File: config.mk
export PLATFORM = sky130hd
export DESIGN_NAME = gre_row_mem
export DESIGN_NICKNAME = d
export VERILOG_FILES = /design/src/hw/rtl/gre_row_mem.sv
export SDC_FILE = /design/constraint.sdc
export NUM_CORES = 2
export LEC_CHECK = 0
export BUFFER_PORTS_ARGS = -buffer_cell sky130_fd_sc_hd__buf_4
export CAP_MARGIN = 20
export CORE_ASPECT_RATIO = 1.4
export CORE_MARGIN = 4
export CORE_UTILIZATION = 40
export CTS_BUF_LIST = sky130_fd_sc_hd__clkbuf_4
export DETAILED_ROUTE_END_ITERATION = 12
export PLACE_DENSITY = 0.66
export SYNTH_ARGS = -nofsm -noshare
export SYNTH_HDL_FRONTEND = slang
export SYNTH_SLANG_ARGS = --single-unit
File: constraint.sdc
create_clock -name clk -period 7.95 [get_ports clk]
set_clock_uncertainty 0.15 [all_clocks]
set_input_delay 1.59 -clock clk [delete_from_list [all_inputs] [get_ports clk]]
set_output_delay 1.59 -clock clk [all_outputs]
set_load 0.01 [all_outputs]
File: src/hw/rtl/gre_row_mem.sv
// Wall map storage: one row of tiles per word, one read and one write port.
// Read data is registered and holds until the next read. Uses gre_pkg nothing.
module gre_row_mem #(
  parameter int ROWS = 64,
  parameter int COLS = 64
) (
  input  logic                    clk,
  input  logic                    rd_en,
  input  logic [$clog2(ROWS)-1:0] rd_addr,
  output logic [COLS-1:0]         rd_data,
  input  logic                    wr_en,
  input  logic [$clog2(ROWS)-1:0] wr_addr,
  input  logic [COLS-1:0]         wr_data
);

  logic [COLS-1:0] mem [ROWS];
  logic [COLS-1:0] rd_data_r;

  always_ff @(posedge clk) begin
    if (wr_en) begin
      mem[wr_addr] <= wr_data;
    end
    if (rd_en) begin
      rd_data_r <= mem[rd_addr];
    end
  end

  assign rd_data = rd_data_r;

endmodule

==> flow_metrics.env <==
export IMPL_status="finished clean"
export IMPL_final_cell_area_um2=176700
export IMPL_placed_area_um2=165500
export IMPL_endpoint_kind="output pin"
export IMPL_yosys_area_top_type="edfxtp_1"
export IMPL_worst_slew_pin_slew_ps=1262
export IMPL_netlist_instances=6598
export IMPL_wl_per_cell_um=32.36
export IMPL_slowest_stage="edfxtp_1"
export IMPL_clk_latency_ps=1490
export IMPL_cp_required_ps=6210
export IMPL_rsz0062_at_grt="false"
export IMPL_drc=0
export IMPL_cellPowerDensity_nw_per_um2=238.9
export IMPL_avgSynthCellArea_um2=23.79
export IMPL_ys_seq_elements=4160
export IMPL_io_buffers=142
export IMPL_num_vias=78380
export IMPL_drive_gt1_share_pct=34.63
export IMPL_cts_clk_slew_worst_paths_ps=80
export IMPL_synth_distinct_cells=32
export IMPL_leakagePower_nw=55.21
export IMPL_tns_ps=0
export IMPL_vdd_drop_max_mv=0.1280
export IMPL_report_final_slew_viol_count=0
export IMPL_die_w_um=537.5
export IMPL_clockBufferDepth=4
export IMPL_dieHeight_um=749.3
export IMPL_cp_max_fo=1
export IMPL_critPathLaunch="rd_data[51]"
export IMPL_drtIter0Drc=9554
export IMPL_ant_nets=0
export IMPL_path_cells="buf_4"
export IMPL_holdWs_ps=470.1
export IMPL_fin_crit_ps=4033
export IMPL_yosysSeqAreaShare_pct=79.57
export IMPL_cts_tree="done"
export IMPL_p_switching_w=0.009349
export IMPL_clkPwrFrac_pct=37.4
export IMPL_num_io_pins=143
export IMPL_post_cts_buffers=0
export IMPL_grt_pass1_wl_um=607700
export IMPL_cp_arrival_ps=2290
export IMPL_critPathKind="reg2out"
export IMPL_crit_buf_inv=1
export IMPL_htree_levels=6
export IMPL_cp_top_family="flip-flops"
export IMPL_overflow=0
export IMPL_wirelength_um=431600
export IMPL_start_util_pct=40.26
export IMPL_seqPwrFrac_pct=57.8
export IMPL_place_congestion=0.7711
export IMPL_slew_headroom_pct=15.87
export IMPL_syn_nets=6677
export IMPL_fp_coreArea_um2=389900
export IMPL_hold_viol=0
export IMPL_max_freq_mhz=248.0
export IMPL_dieArea_um2=402700
export IMPL_synth_edf_count=4160
export IMPL_fp_row_count=271
export IMPL_synth_area_um2=157000
export IMPL_synth_top_cell_area_share_pct=79.57
export IMPL_root_buffer="clkbuf_4"
export IMPL_synthArstFlopShare_pct=0
export IMPL_grt_max_degree=117
export IMPL_setup_viol=0
export IMPL_vias_per_cell=5.877
export IMPL_synth_area_leaders="edfxtp_1 (80%), mux4_2 (15%), mux2i_1 (0.86%), a22oi_1 (0.80%), buf_2 (0.54%)"
export IMPL_r2r_start="mem[10][16]"
export IMPL_p_sw_share_pct=22.14
export IMPL_nNetsFinal=7539
export IMPL_min_period_over_period_pct=50.73
export IMPL_synthFlopType="edfxtp_1"
export IMPL_cts_sinks=4160
export IMPL_grt_usage_pct=21.26
export IMPL_hold_path_class="in2reg"
export IMPL_cts_resized=0
export IMPL_critPathMaxStageDelay_ps=570
export IMPL_start_kind="flip-flop"
export IMPL_power_frac_comb_pct=4.8
export IMPL_grt_pass1_vias=81230
export IMPL_hpwl_um=230800
export IMPL_hold_buffers=0
export IMPL_area_delta_synth_final_pct=12.55
export IMPL_p_int_w=0.03287
export IMPL_min_from="wr_data[52]"
export IMPL_cts_buffers=874
export IMPL_yosysWarnings=0
export IMPL_cap_violations=0
export IMPL_firstDrtPassIters=6
export IMPL_antenna_found_initial=32
-- layout make-up --
type	instances	area [um2]
diodes	24	60.06
well taps	5187	6490
repair buffers	356	3296
flip-flops and latches	4160	124900
multi-input cells	2049	30780
clock buffers	1237	9286
clock inverters	304	1789
fillers	32460	213200
inverters	19	71.32
-- power groups by stage --
stage	sequential, W	combinational [W]	clock (W)
2_1_floorplan	0.0249	0.00113	0
3_3_place_gp	0.0249	0.00202	0
3_5_place_dp	0.0249	0.00206	0
4_1_cts	0.0244	0.00207	0.0161
5_1_grt	0.0244	0.00217	0.0173
6_report	0.0244	0.00205	0.0158
-- through the flow --
stage | utilization [%] | std cells | power (W) | worst slack, ps
CTS | 45.29 | 13310 | 0.04260 | 3694
detailed placement | 42.45 | 11770 | 0.02695 | 2648
global placement | 42.40 | 11760 | 0.02689 | 2679
floorplan | - | 6598 | 0.02599 | 774.0
global route | 45.31 | 13330 | 0.04389 | 3730
finish | 45.31 | 13340 | 0.04222 | 3917
-- worst reg2reg max path, delay by kind of cell, from the launching register on --
| family | cells | cell delay, ps |
|---|---|---|
| multiplexers | 1 | 460 |
| AO/OA/AOI/OAI | 2 | 680 |
| flip-flops | 1 | 380 |
| AND/OR/NAND/NOR | 2 | 430 |
-- cells by family after synthesis --
group                  count (synthesis)  synth area share [%]
flip-flops                          4160                 79.57
buffers and inverters                389                 1.176
AO/OA/AOI/OAI                        504                 2.467
multiplexers                        1159                 15.55
AND/OR/NAND/NOR                      386                 1.235
-- state kept, by name (all words and copies together), names as in the netlist --
signal   flops
mem       4096
rd_data     64
-- layer usage --
| layer | routed length (um) | up-vias | GRT usage (%) |
|---|---|---|---|
| met5 | 90 | - | 0 |
| met4 | 20070 | 14 | 9.489 |
| met3 | 38770 | 977 | 4.305 |
| met2 | 221400 | 4423 | 36.30 |
| met1 | 151300 | 42060 | 26.18 |
| li1 | - | 30900 | - |
-- final timing paths --
kind,endpoint,slack (ps),cells after the start
worst max-delay path,rd_data[51],3920,1
worst min-delay path,mem[41][52],470,1
worst max register to register,rd_data[16],5540,5
worst min register to register,rd_data[28],780,4
-- layout by cell type (no fill, tap or decap), drive strengths merged, types with 45 or more instances in the layout --
cell type  synthesis  layout
buf              230     356
nor2             112     112
clkbuf           140    1237
a22oi            168     168
nand2             58      58
and3              64      64
mux2i            135     135
a211oi            63      63
edfxtp          4160    4160
clkinv             0     259
nand3             45      45
a22o              88      88
o22ai             83      83
mux4            1024    1024
-- Yosys cell counts, drive strengths merged, types with 11 or more instances --
master	count
nand2	58
edfxtp	4160
mux2i	135
o221ai	38
or3	29
a2bb2oi	19
and3	64
clkbuf	140
o22ai	83
nor2	112
nor2b	28
a22o	88
nand3	45
a41oi	26
a211oi	63
mux4	1024
a31oi	18
a22oi	168
inv	19
or2	28
nand2b	11
buf	230
(Power assumes the default switching activity.)
