File: config.mk
export PLATFORM = sky130hd
export DESIGN_NAME = gre_div
export DESIGN_NICKNAME = d
export VERILOG_FILES = /design/src/hw/rtl/gre_pkg.sv /design/src/hw/rtl/gre_div.sv
export SDC_FILE = /design/constraint.sdc
export NUM_CORES = 1
export LEC_CHECK = 0
export BUFFER_PORTS_ARGS = -buffer_cell sky130_fd_sc_hd__buf_2
export CORE_MARGIN = 1.5
export CORE_UTILIZATION = 43
export DETAILED_ROUTE_END_ITERATION = 6
export GPL_TIMING_DRIVEN = 0
export MAX_ROUTING_LAYER = met4
export PLACE_DENSITY_LB_ADDON = 0.1
export SYNTH_ARGS = -nofsm -noshare
export SYNTH_HDL_FRONTEND = slang
export SYNTH_SLANG_ARGS = --single-unit
File: constraint.sdc
create_clock -name clk -period 8.4 [get_ports clk]
set_input_delay 0 -clock clk [delete_from_list [all_inputs] [get_ports clk]]
set_output_delay 0 -clock clk [all_outputs]
set_load 0.01 [all_outputs]
File: src/hw/rtl/gre_pkg.sv
// Package for the grid ray wall traversal block.
// Holds shared field widths, command and register codes and the controller state type.
// No dependencies.
package gre_pkg;

  localparam int DIR_W  = 19;
  localparam int ORG_W  = 22;
  localparam int DIST_W = 24;
  localparam int TILE_W = 6;
  localparam int CFG_W  = 7;
  // signed cell coordinate width: origin integer part plus the longest walk
  localparam int CW     = 24;

  localparam logic [DIST_W-1:0] SAT_DIST = 24'hFFFFFF;

  localparam logic CMD_WRITE = 1'b0;
  localparam logic CMD_CAST  = 1'b1;

  localparam logic REG_MAP_WIDTH  = 1'b0;
  localparam logic REG_MAP_HEIGHT = 1'b1;

  typedef enum logic [2:0] {
    ST_CLEAR,
    ST_IDLE,
    ST_WR,
    ST_DIV_GO,
    ST_DIV_WAIT,
    ST_ORG,
    ST_STEP,
    ST_LOOK
  } gre_state_t;

endpackage

File: src/hw/rtl/gre_div.sv
// Restoring divider, one quotient bit per cycle, for the ray delta and first crossing.
// Divisor width follows the direction field of gre_pkg.
module gre_div #(
  parameter int DW = 33
) (
  input  logic                    clk,
  input  logic                    rst_n,
  input  logic                    start,
  input  logic [DW-1:0]           dividend,
  input  logic [gre_pkg::DIR_W-1:0] divisor,
  output logic                    done,
  output logic [DW-1:0]           quotient
);

  localparam int RW  = gre_pkg::DIR_W + 1;
  localparam int CNW = $clog2(DW + 1);

  logic [DW-1:0]  quo_r, quo_nxt;
  logic [RW-1:0]  rem_r, rem_nxt;
  logic [gre_pkg::DIR_W-1:0] div_r, div_nxt;
  logic [CNW-1:0] cnt_r, cnt_nxt;
  logic           run_r, run_nxt;
  logic           done_r, done_nxt;
  logic [RW-1:0]  trial;

  always_comb begin
    quo_nxt  = quo_r;
    rem_nxt  = rem_r;
    div_nxt  = div_r;
    cnt_nxt  = cnt_r;
    run_nxt  = run_r;
    done_nxt = 1'b0;
    trial    = {rem_r[RW-2:0], quo_r[DW-1]};
    if (start) begin
      quo_nxt = dividend;
      rem_nxt = '0;
      div_nxt = divisor;
      cnt_nxt = CNW'(DW);
      run_nxt = 1'b1;
    end else if (run_r) begin
      if (trial >= {1'b0, div_r}) begin
        rem_nxt = trial - {1'b0, div_r};
        quo_nxt = {quo_r[DW-2:0], 1'b1};
      end else begin
        rem_nxt = trial;
        quo_nxt = {quo_r[DW-2:0], 1'b0};
      end
      cnt_nxt = cnt_r - 1'b1;
      if (cnt_r == CNW'(1)) begin
        run_nxt  = 1'b0;
        done_nxt = 1'b1;
      end
    end
  end

  always_ff @(posedge clk) begin
    if (!rst_n) begin
      run_r  <= 1'b0;
      done_r <= 1'b0;
      cnt_r  <= '0;
    end else begin
      run_r  <= run_nxt;
      done_r <= done_nxt;
      cnt_r  <= cnt_nxt;
    end
    quo_r <= quo_nxt;
    rem_r <= rem_nxt;
    div_r <= div_nxt;
  end

  assign done     = done_r;
  assign quotient = quo_r;

endmodule

==> impl_metrics.csv, run 1 <==
group,metric,value,unit
global_routing,use_met1,26.06,%
final_layout,final_area,0.005564,mm2
clocking,clk_pin_slew,90,ps
final_layout,final_layout_size_suffix_gt1_share,27.80,%
drt,vias_per_cell,5.069,
global_routing,grt_pass1_vias,3304,
sta,final-hold-violation-count,0,
final_layout,syn_to_final_growth,31.33,%
synthesis,synthFlopType,"edfxtp_1",
global_routing,grt_max_degree,34,
critical_path,crit_type,"flop to flop",
global_routing,antenna_found_initial,0,
critical_path,critPathMaxFanout,10,
synthesis,synthArstFlopShare,0,%
placed_design,placed_area,0.004843,mm2
clocking,ctsHtreeMaxLevel,3,
sta,max-slew-margin-rel,48.62,%
worst_hold_path,min_path_cells,1,
drt,routed-via-count,3391,
die,core_area,0.009684,mm2
critical_path,rrSetupSlack,5210,ps
synthesis,ys_ff_latch,79,
critical_path,reg2regPathDepth,11,
sta,fin_setup_tns,0,ps
power_and_ir_drop,power_frac_comb,26.0,%
global_routing,use_met2,32.60,%
worst_hold_path,hp-start,"start",
clocking,cts_max_path_buffers,2,
sta,finalSetupViolations,0,
power_and_ir_drop,swShare,29.40,%
clocking,cts_root_buffer,"clkbuf_8",
worst_hold_path,hp-class,"input port to flop",
critical_path,end_kind,"flop",
sta,drv_slew,0,
drt,post_drt_wl_per_cell,14.62,um
power_and_ir_drop,vdd_drop_max,0.08558,mV
synthesis,syn_area,0.004237,mm2
sta,fmax,313.8,MHz
clocking,postCtsSetupRepairBufs,0,
synthesis,synth.net_count,456,
global_routing,grt-busiest-layer,"met2",
clocking,cts_buffers,9,
placed_design,dpl.hpwl,6.661,mm
drt,dr.pass1.iters,4,
placed_design,gp_congestion,0.8344,
clocking,cts_num_sinks,79,
synthesis,ys_types,55,
die,dieArea,0.01046,mm2
clocking,cts_tree,"done",
run,cap_violations,0,
sta,rsz0062_at_grt,"false",
global_routing,grt_overflow,0,
power_and_ir_drop,power_density,183.5,mW/mm2
power_and_ir_drop,p_sw,0.3001,mW
synthesis,yosys_warnings,0,
placed_design,port_buffers,88,
drt,drtIter0Drc,130,
global_routing,grt_first_pass_wirelength,15.76,mm
final_layout,diodes,0,
power_and_ir_drop,total_power,1.021,mW
critical_path,cp_data_required_time,8510,ps
synthesis,synth_cells,379,
die,fp.dieH,102.3,um
status,status,"complete, no violations",
drt,drtAntennaViolNets,0,
power_and_ir_drop,internal_power,0.7209,mW
synthesis,synth_area_per_cell,11.18,um2
die,die_width,102.3,um
sta,finalCritPeriodShare,37.94,%
critical_path,r2r_end,"quotient[0]",
final_layout,nNetsFinal,608,
die,start_util,43.75,%
clocking,worstSkewPairLatency,350,ps
drt,remaining_drc_errors,0,
power_and_ir_drop,clkPwrFrac,27.4,%
synthesis,seq_area_frac_synth,49.62,%
sta,fin_crit,3187,ps
drt,drt_wl_total,9.780,mm
die,rows,36,
critical_path,cp-start-kind,"flop",
power_and_ir_drop,p_leak,2.356,nW
sta,worst_slew_pin_slew,768.1,ps
sta,skew,10.41,ps
die,io_pins,89,
worst_hold_path,min_to,"div_r[13]",
critical_path,arrival,3300,ps
global_routing,met3_usage,4.172,%
synthesis,synth-edff-count,52,
global_routing,grt_util_all_layers,20.27,%
critical_path,reg2reg_from,"quotient[32]",
power_and_ir_drop,seqPwrFrac,46.6,%
-- timing repair --
item                      CTS  global route
hold endpoints to repair   55             0
gates resized for setup     0             0
hold buffers               53             0
-- final cells by class --
cell class                 instances  area (um2)
sequential                        79        2102
fill                             838        4120
clock buffer                      10       127.6
buffer                            17       81.33
timing repair buffer             141       970.9
clock inverter                     6       60.06
multi-input combinational        253        1943
inverter                          30       112.6
tap                              133       166.4
-- placed cells by master (no fill, tap or decap), types with 5 or more instances in the layout --
master         synthesis  routed
buf_2                  2      90
dlygate4sd3_1          0      53
edfxtp_1              52      52
mux2_2                34      34
nor2_1                34      34
inv_1                 29      29
dfxtp_1               27      27
ha_1                  21      21
a21oi_1               18      18
a211oi_1              16      16
clkbuf_1              13      14
nand2_1               15      14
nand3_1               12      12
mux2i_1               12      12
o21ai_0               11      11
xnor2_1               10      10
clkbuf_8               0       9
a21o_1                 7       7
xor2_1                 6       6
nor3_1                 5       5
-- registers in the layout, summed over array words and instances, names as in the netlist --
register / cells
cnt_r: 6
div_r: 19
done: 1
rem_r: 19
quotient: 33
run_r: 1
-- kinds of logic after synthesis --
kind of cell | after synthesis | share of synthesized area [%]
xor gates and xnor gates | 16 | 3.308
DFF | 79 | 49.62
buffers and inverters | 47 | 4.578
and+or+nand+nor | 89 | 10.13
adders and majority gates | 22 | 6.675
AOI/OAI and AO/OA | 78 | 13.20
muxes | 48 | 12.49
-- metal layers --
| metal | vias up | routed length, um |
|---|---|---|
| met3 | 6 | 375 |
| li1 | 1699 | - |
| met5 | - | 0 |
| met4 | 0 | 76 |
| met2 | 72 | 4766 |
| met1 | 1614 | 4561 |
-- worst max-delay path: stages (launching register included) --
cell,delay (ps)
edfxtp_1,390
inv_1,80
ha_1,180
fa_1,210
nand2b_1,140
a211oi_1,90
a311oi_2,530
a211oi_1,170
or4_1,490
clkbuf_1,140
buf_2,210
mux2_2,300
-- power groups by stage --
stage	clock, mW	combinational [mW]	sequential [mW]
global route	0.305	0.295	0.481
CTS	0.288	0.265	0.477
detailed placement	0	0.245	0.485
floorplan	0	0.168	0.490
global placement	0	0.243	0.483
finish	0.280	0.265	0.476
-- through the flow --
step	util (%)	hold WS, ps	worst slack, ps	std cells
after floorplan	-	98.87	5498	379
after global placement	50.01	176.1	5190	600
after detailed placement	50.01	178.1	5219	600
after CTS	57.43	155.0	5190	669
after global routing	57.45	164.8	4962	669
final	57.45	139.6	5213	669
-- worst max path at each step --
stage	startpoint	to	slack, ps	cells past startpoint
finish	quotient[32]	quotient[0]	5210	11
global route	quotient[32]	rem_r[12]	4960	12
CTS	quotient[32]	quotient[0]	5190	11
detailed placement	quotient[32]	quotient[0]	5220	11
global placement	quotient[32]	quotient[0]	5190	11
floorplan	quotient[32]	quotient[0]	5500	11
-- cells in the mapped netlist, types with 2 or more instances --
cell	n	area (um2)
clkbuf_1	13	48.80
a311oi_1	2	17.52
xnor2_1	10	87.58
buf_2	2	10.01
o21bai_1	3	22.52
o21ai_0	11	55.05
nor2b_1	3	18.77
a221oi_1	2	17.52
mux2i_1	12	120.1
nor3_1	5	25.02
edfxtp_1	52	1562
or4_1	2	15.01
o21ba_2	2	20.02
nor4_1	2	12.51
or3_1	3	18.77
a21boi_0	2	15.01
ha_1	21	262.8
and3_1	2	12.51
nand2_1	15	56.30
mux2_2	34	382.9
nor2_1	34	127.6
a211oi_1	16	120.1
xor2_1	6	52.55
dfxtp_1	27	540.5
buf_6	2	22.52
nand4_1	4	25.02
inv_1	29	108.9
a21o_1	7	52.55
a21oi_1	18	90.09
nand3_1	12	60.06
o31ai_1	2	15.01
No activity file was read; power rests on OpenSTA's default activity.
==> run 2: changes to the inputs <==
--- a/config.mk
+++ b/config.mk
@@ -5,6 +5,7 @@
 export SDC_FILE = /design/constraint.sdc
 export NUM_CORES = 1
 export LEC_CHECK = 0
+export ABC_AREA = 1
 export BUFFER_PORTS_ARGS = -buffer_cell sky130_fd_sc_hd__buf_2
 export CORE_MARGIN = 1.5
 export CORE_UTILIZATION = 43
==> constraint.sdc (replaced) <==
create_clock -name clk -period 2.6 [get_ports clk]
set_input_delay 0 -clock clk [delete_from_list [all_inputs] [get_ports clk]]
set_output_delay 0 -clock clk [all_outputs]
set_load 0.01 [all_outputs]
==> run 2 against run 1 <==
Compared with the run above:
- cell count grew 33%
- worst setup slack got worse by 4900 ps
- highest routed layer unchanged
- critical path type unchanged
- register-to-register slack lost 4900 ps
- synthesized cell count up 57%
- count of clock-buffer cells in the layout is 1 lower
- critical endpoint is now rem_r[17]
==> impl_metrics.csv, run 2 <==
group,metric,value,unit
sta,holdWs,132.2,ps
synthesis,synthTopCellsByArea,"edfxtp_1 (34%), nand2_1 (20%), dfxtp_1 (12%)",
final_layout,final_common_cell,"nand2_1",
clocking,cts_resized,0,
sta,fin_setup_tns,0,ps
power_and_ir_drop,p_sw,0.8317,mW
drt,remaining_drc_errors,0,
critical_path,cp_data_required_time,2870,ps
clocking,worstSkewPairLatency,370,ps
synthesis,synth_area_per_cell,7.711,um2
synthesis,synth.most_common_cell,"nand2_1",
synthesis,synthArstFlopShare,0,%
sta,worst_slew_pin_slew,518.2,ps
global_routing,grt_first_pass_wirelength,18.46,mm
synthesis,synth_common_cells,"nand2_1 (246), inv_1 (84), edfxtp_1 (52), nand3_1 (40), dfxtp_1 (27)",
sta,rsz0062_at_grt,"false",
critical_path,cp-start-kind,"flop",
critical_path,cp_top_family,"simple AND/OR/NAND/NOR gates",
power_and_ir_drop,p_leak,3.019,nW
power_and_ir_drop,total_power,2.845,mW
placed_design,gp_congestion,0.9215,
synthesis,synthFlopType,"edfxtp_1",
die,io_pins,89,
die,rows,37,
clocking,cts_num_sinks,79,
global_routing,grt_util_all_layers,21.19,%
final_layout,final_cell_mix,"nand2_1 (246), buf_2 (89), inv_1 (84)",
synthesis,synth-compound-area-share,3.812,%
critical_path,worst-path-buf-inv,2,
synthesis,synth.net_count,673,
synthesis,ys_types,37,
final_layout,fillers,973,
placed_design,dpl.hpwl,7.607,mm
synthesis,yosys_warnings,0,
drt,post_drt_wl_per_cell,12.27,um
synthesis,synthMuxAreaShare,0,%
run,cap_violations,0,
final_layout,diodes,0,
global_routing,grt_pass1_vias,4029,
drt,drt_wl_total,10.92,mm
sta,final-hold-violation-count,0,
final_layout,syn_to_final_growth,29.21,%
drt,drtIter0Drc,159,
synthesis,seq_area_frac_synth,45.74,%
power_and_ir_drop,power_frac_comb,16.8,%
placed_design,port_buffers,88,
synthesis,yosysTopAreaCell,"edfxtp_1",
sta,finalCritPeriodShare,89.01,%
critical_path,end_kind,"flop",
critical_path,arrival,2590,ps
die,core_area,0.01037,mm2
synthesis,synth-adder-area-share,6.153,%
clocking,cts_buffers,9,
sta,skew,14.98,ps
power_and_ir_drop,vdd_drop_max,0.4134,mV
synthesis,synth-edff-count,52,
critical_path,worst_path_most_repeated_cell,"nand2_1",
die,dieArea,0.01132,mm2
global_routing,grt_max_degree,33,
synthesis,synth_top_family_by_area,"simple AND/OR/NAND/NOR gates",
clocking,cts_tree,"done",
power_and_ir_drop,seqPwrFrac,52.4,%
drt,vias_per_cell,4.675,
synthesis,synth_xor_xnor_area_share,1.715,%
clocking,cts_max_path_buffers,2,
sta,fin_crit,2314,ps
drt,routed-via-count,4161,
critical_path,critPathMaxFanout,10,
synthesis,yosys.area.top_type_share,33.98,%
final_layout,final_layout_size_suffix_gt1_share,16.98,%
clocking,ctsHtreeMaxLevel,3,
clocking,clk_pin_slew,100,ps
critical_path,critical_path.max_stage_delay,400,ps
power_and_ir_drop,clkPwrFrac,30.8,%
worst_hold_path,hp-class,"input port to flop",
die,start_util,44.32,%
drt,drtAntennaViolNets,0,
clocking,cts_root_buffer,"clkbuf_8",
global_routing,grt_overflow,0,
die,fp.dieH,106.4,um
final_layout,nNetsFinal,826,
power_and_ir_drop,power_density,479.2,mW/mm2
power_and_ir_drop,internal_power,2.014,mW
power_and_ir_drop,swShare,29.23,%
critical_path,slowest_stage,"fa_1",
sta,drv_slew,0,
sta,fmax,432.1,MHz
status,status,"complete, no violations",
sta,max-slew-margin-rel,65.13,%
final_layout,largest_reg_flops,33,
synthesis,ys_ff_latch,79,
sta,finalSetupViolations,0,
synthesis,yosys.area_share.simple,33.24,%
synthesis,syn_area,0.004596,mm2
die,die_width,106.4,um
critical_path,crit_type,"flop to flop",
drt,dr.pass1.iters,4,
global_routing,antenna_found_initial,0,
critical_path,crit_chain,"inv_1, ha_1, fa_1, nand3b_1, nand2_1, nand3_1, nand3_2, nand2_4, nand2_8, buf_12, nand3_2, nand2_1, nand2_1",
synthesis,synth_cells,596,
-- run 2: changes by cell type in the layout (fill, tap and decap cells not counted), moves of 7 or more --
cell      change
mux2_2       -34
clkbuf_1      -7
nand3_1      +28
nand3b_1     +12
nor2_1        -9
nand2_1     +232
a211oi_1     -15
mux2i_1      -12
a21o_1        -7
inv_1        +55
-- run 2: area by class of cell --
class                   count  area, um2  area share (%)
flip-flops and latches     79       2102           35.40
clock inverters             7      56.30          0.9482
clock buffers               9      123.9           2.086
multi-input cells         415       2064           34.77
plain buffers              16      107.6           1.812
well taps                 136      170.2           2.866
inverters                  86      322.8           5.436
repair buffers            142      991.0           16.69
-- run 2: power groups by stage --
| stage | Sequential (mW) | Clock (mW) | Combinational, mW |
|---|---|---|---|
| 5_1_grt | 1.50 | 0.948 | 0.535 |
| 3_3_place_gp | 1.52 | 0 | 0.402 |
| 3_5_place_dp | 1.52 | 0 | 0.414 |
| 6_report | 1.49 | 0.877 | 0.478 |
| 2_1_floorplan | 1.54 | 0 | 0.223 |
| 4_1_cts | 1.49 | 0.905 | 0.475 |
-- run 2: stage by stage --
| step | cells | cell area (um2) | utilization (%) | setup slack [ps] |
|---|---|---|---|---|
| after floorplan | 596 | 4596 | - | 522.5 |
| after global placement | 820 | 5206 | 50.21 | -427.3 |
| after detailed placement | 821 | 5228 | 50.41 | 291.9 |
| after CTS | 890 | 5938 | 57.26 | 255.7 |
| after global routing | 890 | 5938 | 57.26 | 123.3 |
| final | 890 | 5938 | 57.26 | 285.8 |
-- run 2: path summary, 6_finish.rpt --
kind | end | cells after the start | start | slack, ps
setup / recovery | rem_r[17] | 13 | quotient[32] | 290
hold / removal | div_r[1] | 1 | start | 130
setup reg to reg | rem_r[17] | 13 | quotient[32] | 290
hold reg to reg | rem_r[18] | 2 | rem_r[18] | 470
-- run 2: routing by layer --
layer  wire length [um]  vias to the layer above  track usage, %
li1                   -                     2187               -
met2               5232                      105           35.99
met3                502                       15           4.414
met5                  0                        -               -
met1               4999                     1854           25.04
met4                189                        0           7.046
-- run 2: worst reg2reg max path, cell delays in order (launching register included) --
cell and delay (ps):
edfxtp_1 370, inv_1 60, ha_1 220, fa_1 400, nand3b_1 210, nand2_1 160, nand3_1 120, nand3_2 110
nand2_4 80, nand2_8 120, buf_12 140, nand3_2 90, nand2_1 80, nand2_1 40
-- run 2: logic make-up (layout without fill, tap and decap cells) --
logic type | Yosys count | in the layout
AND/OR/NAND/NOR | 351 | 351
buffers and inverters | 102 | 260
flip-flops | 79 | 79
AO/OA/AOI/OAI | 33 | 33
adder cells (fa/ha/maj) | 22 | 22
XOR/XNOR | 9 | 9
-- run 2: timing repair --
action	4_1_cts	5_1_grt
buffers inserted	0	0
hold endpoints to repair	57	0
hold buffers	53	0
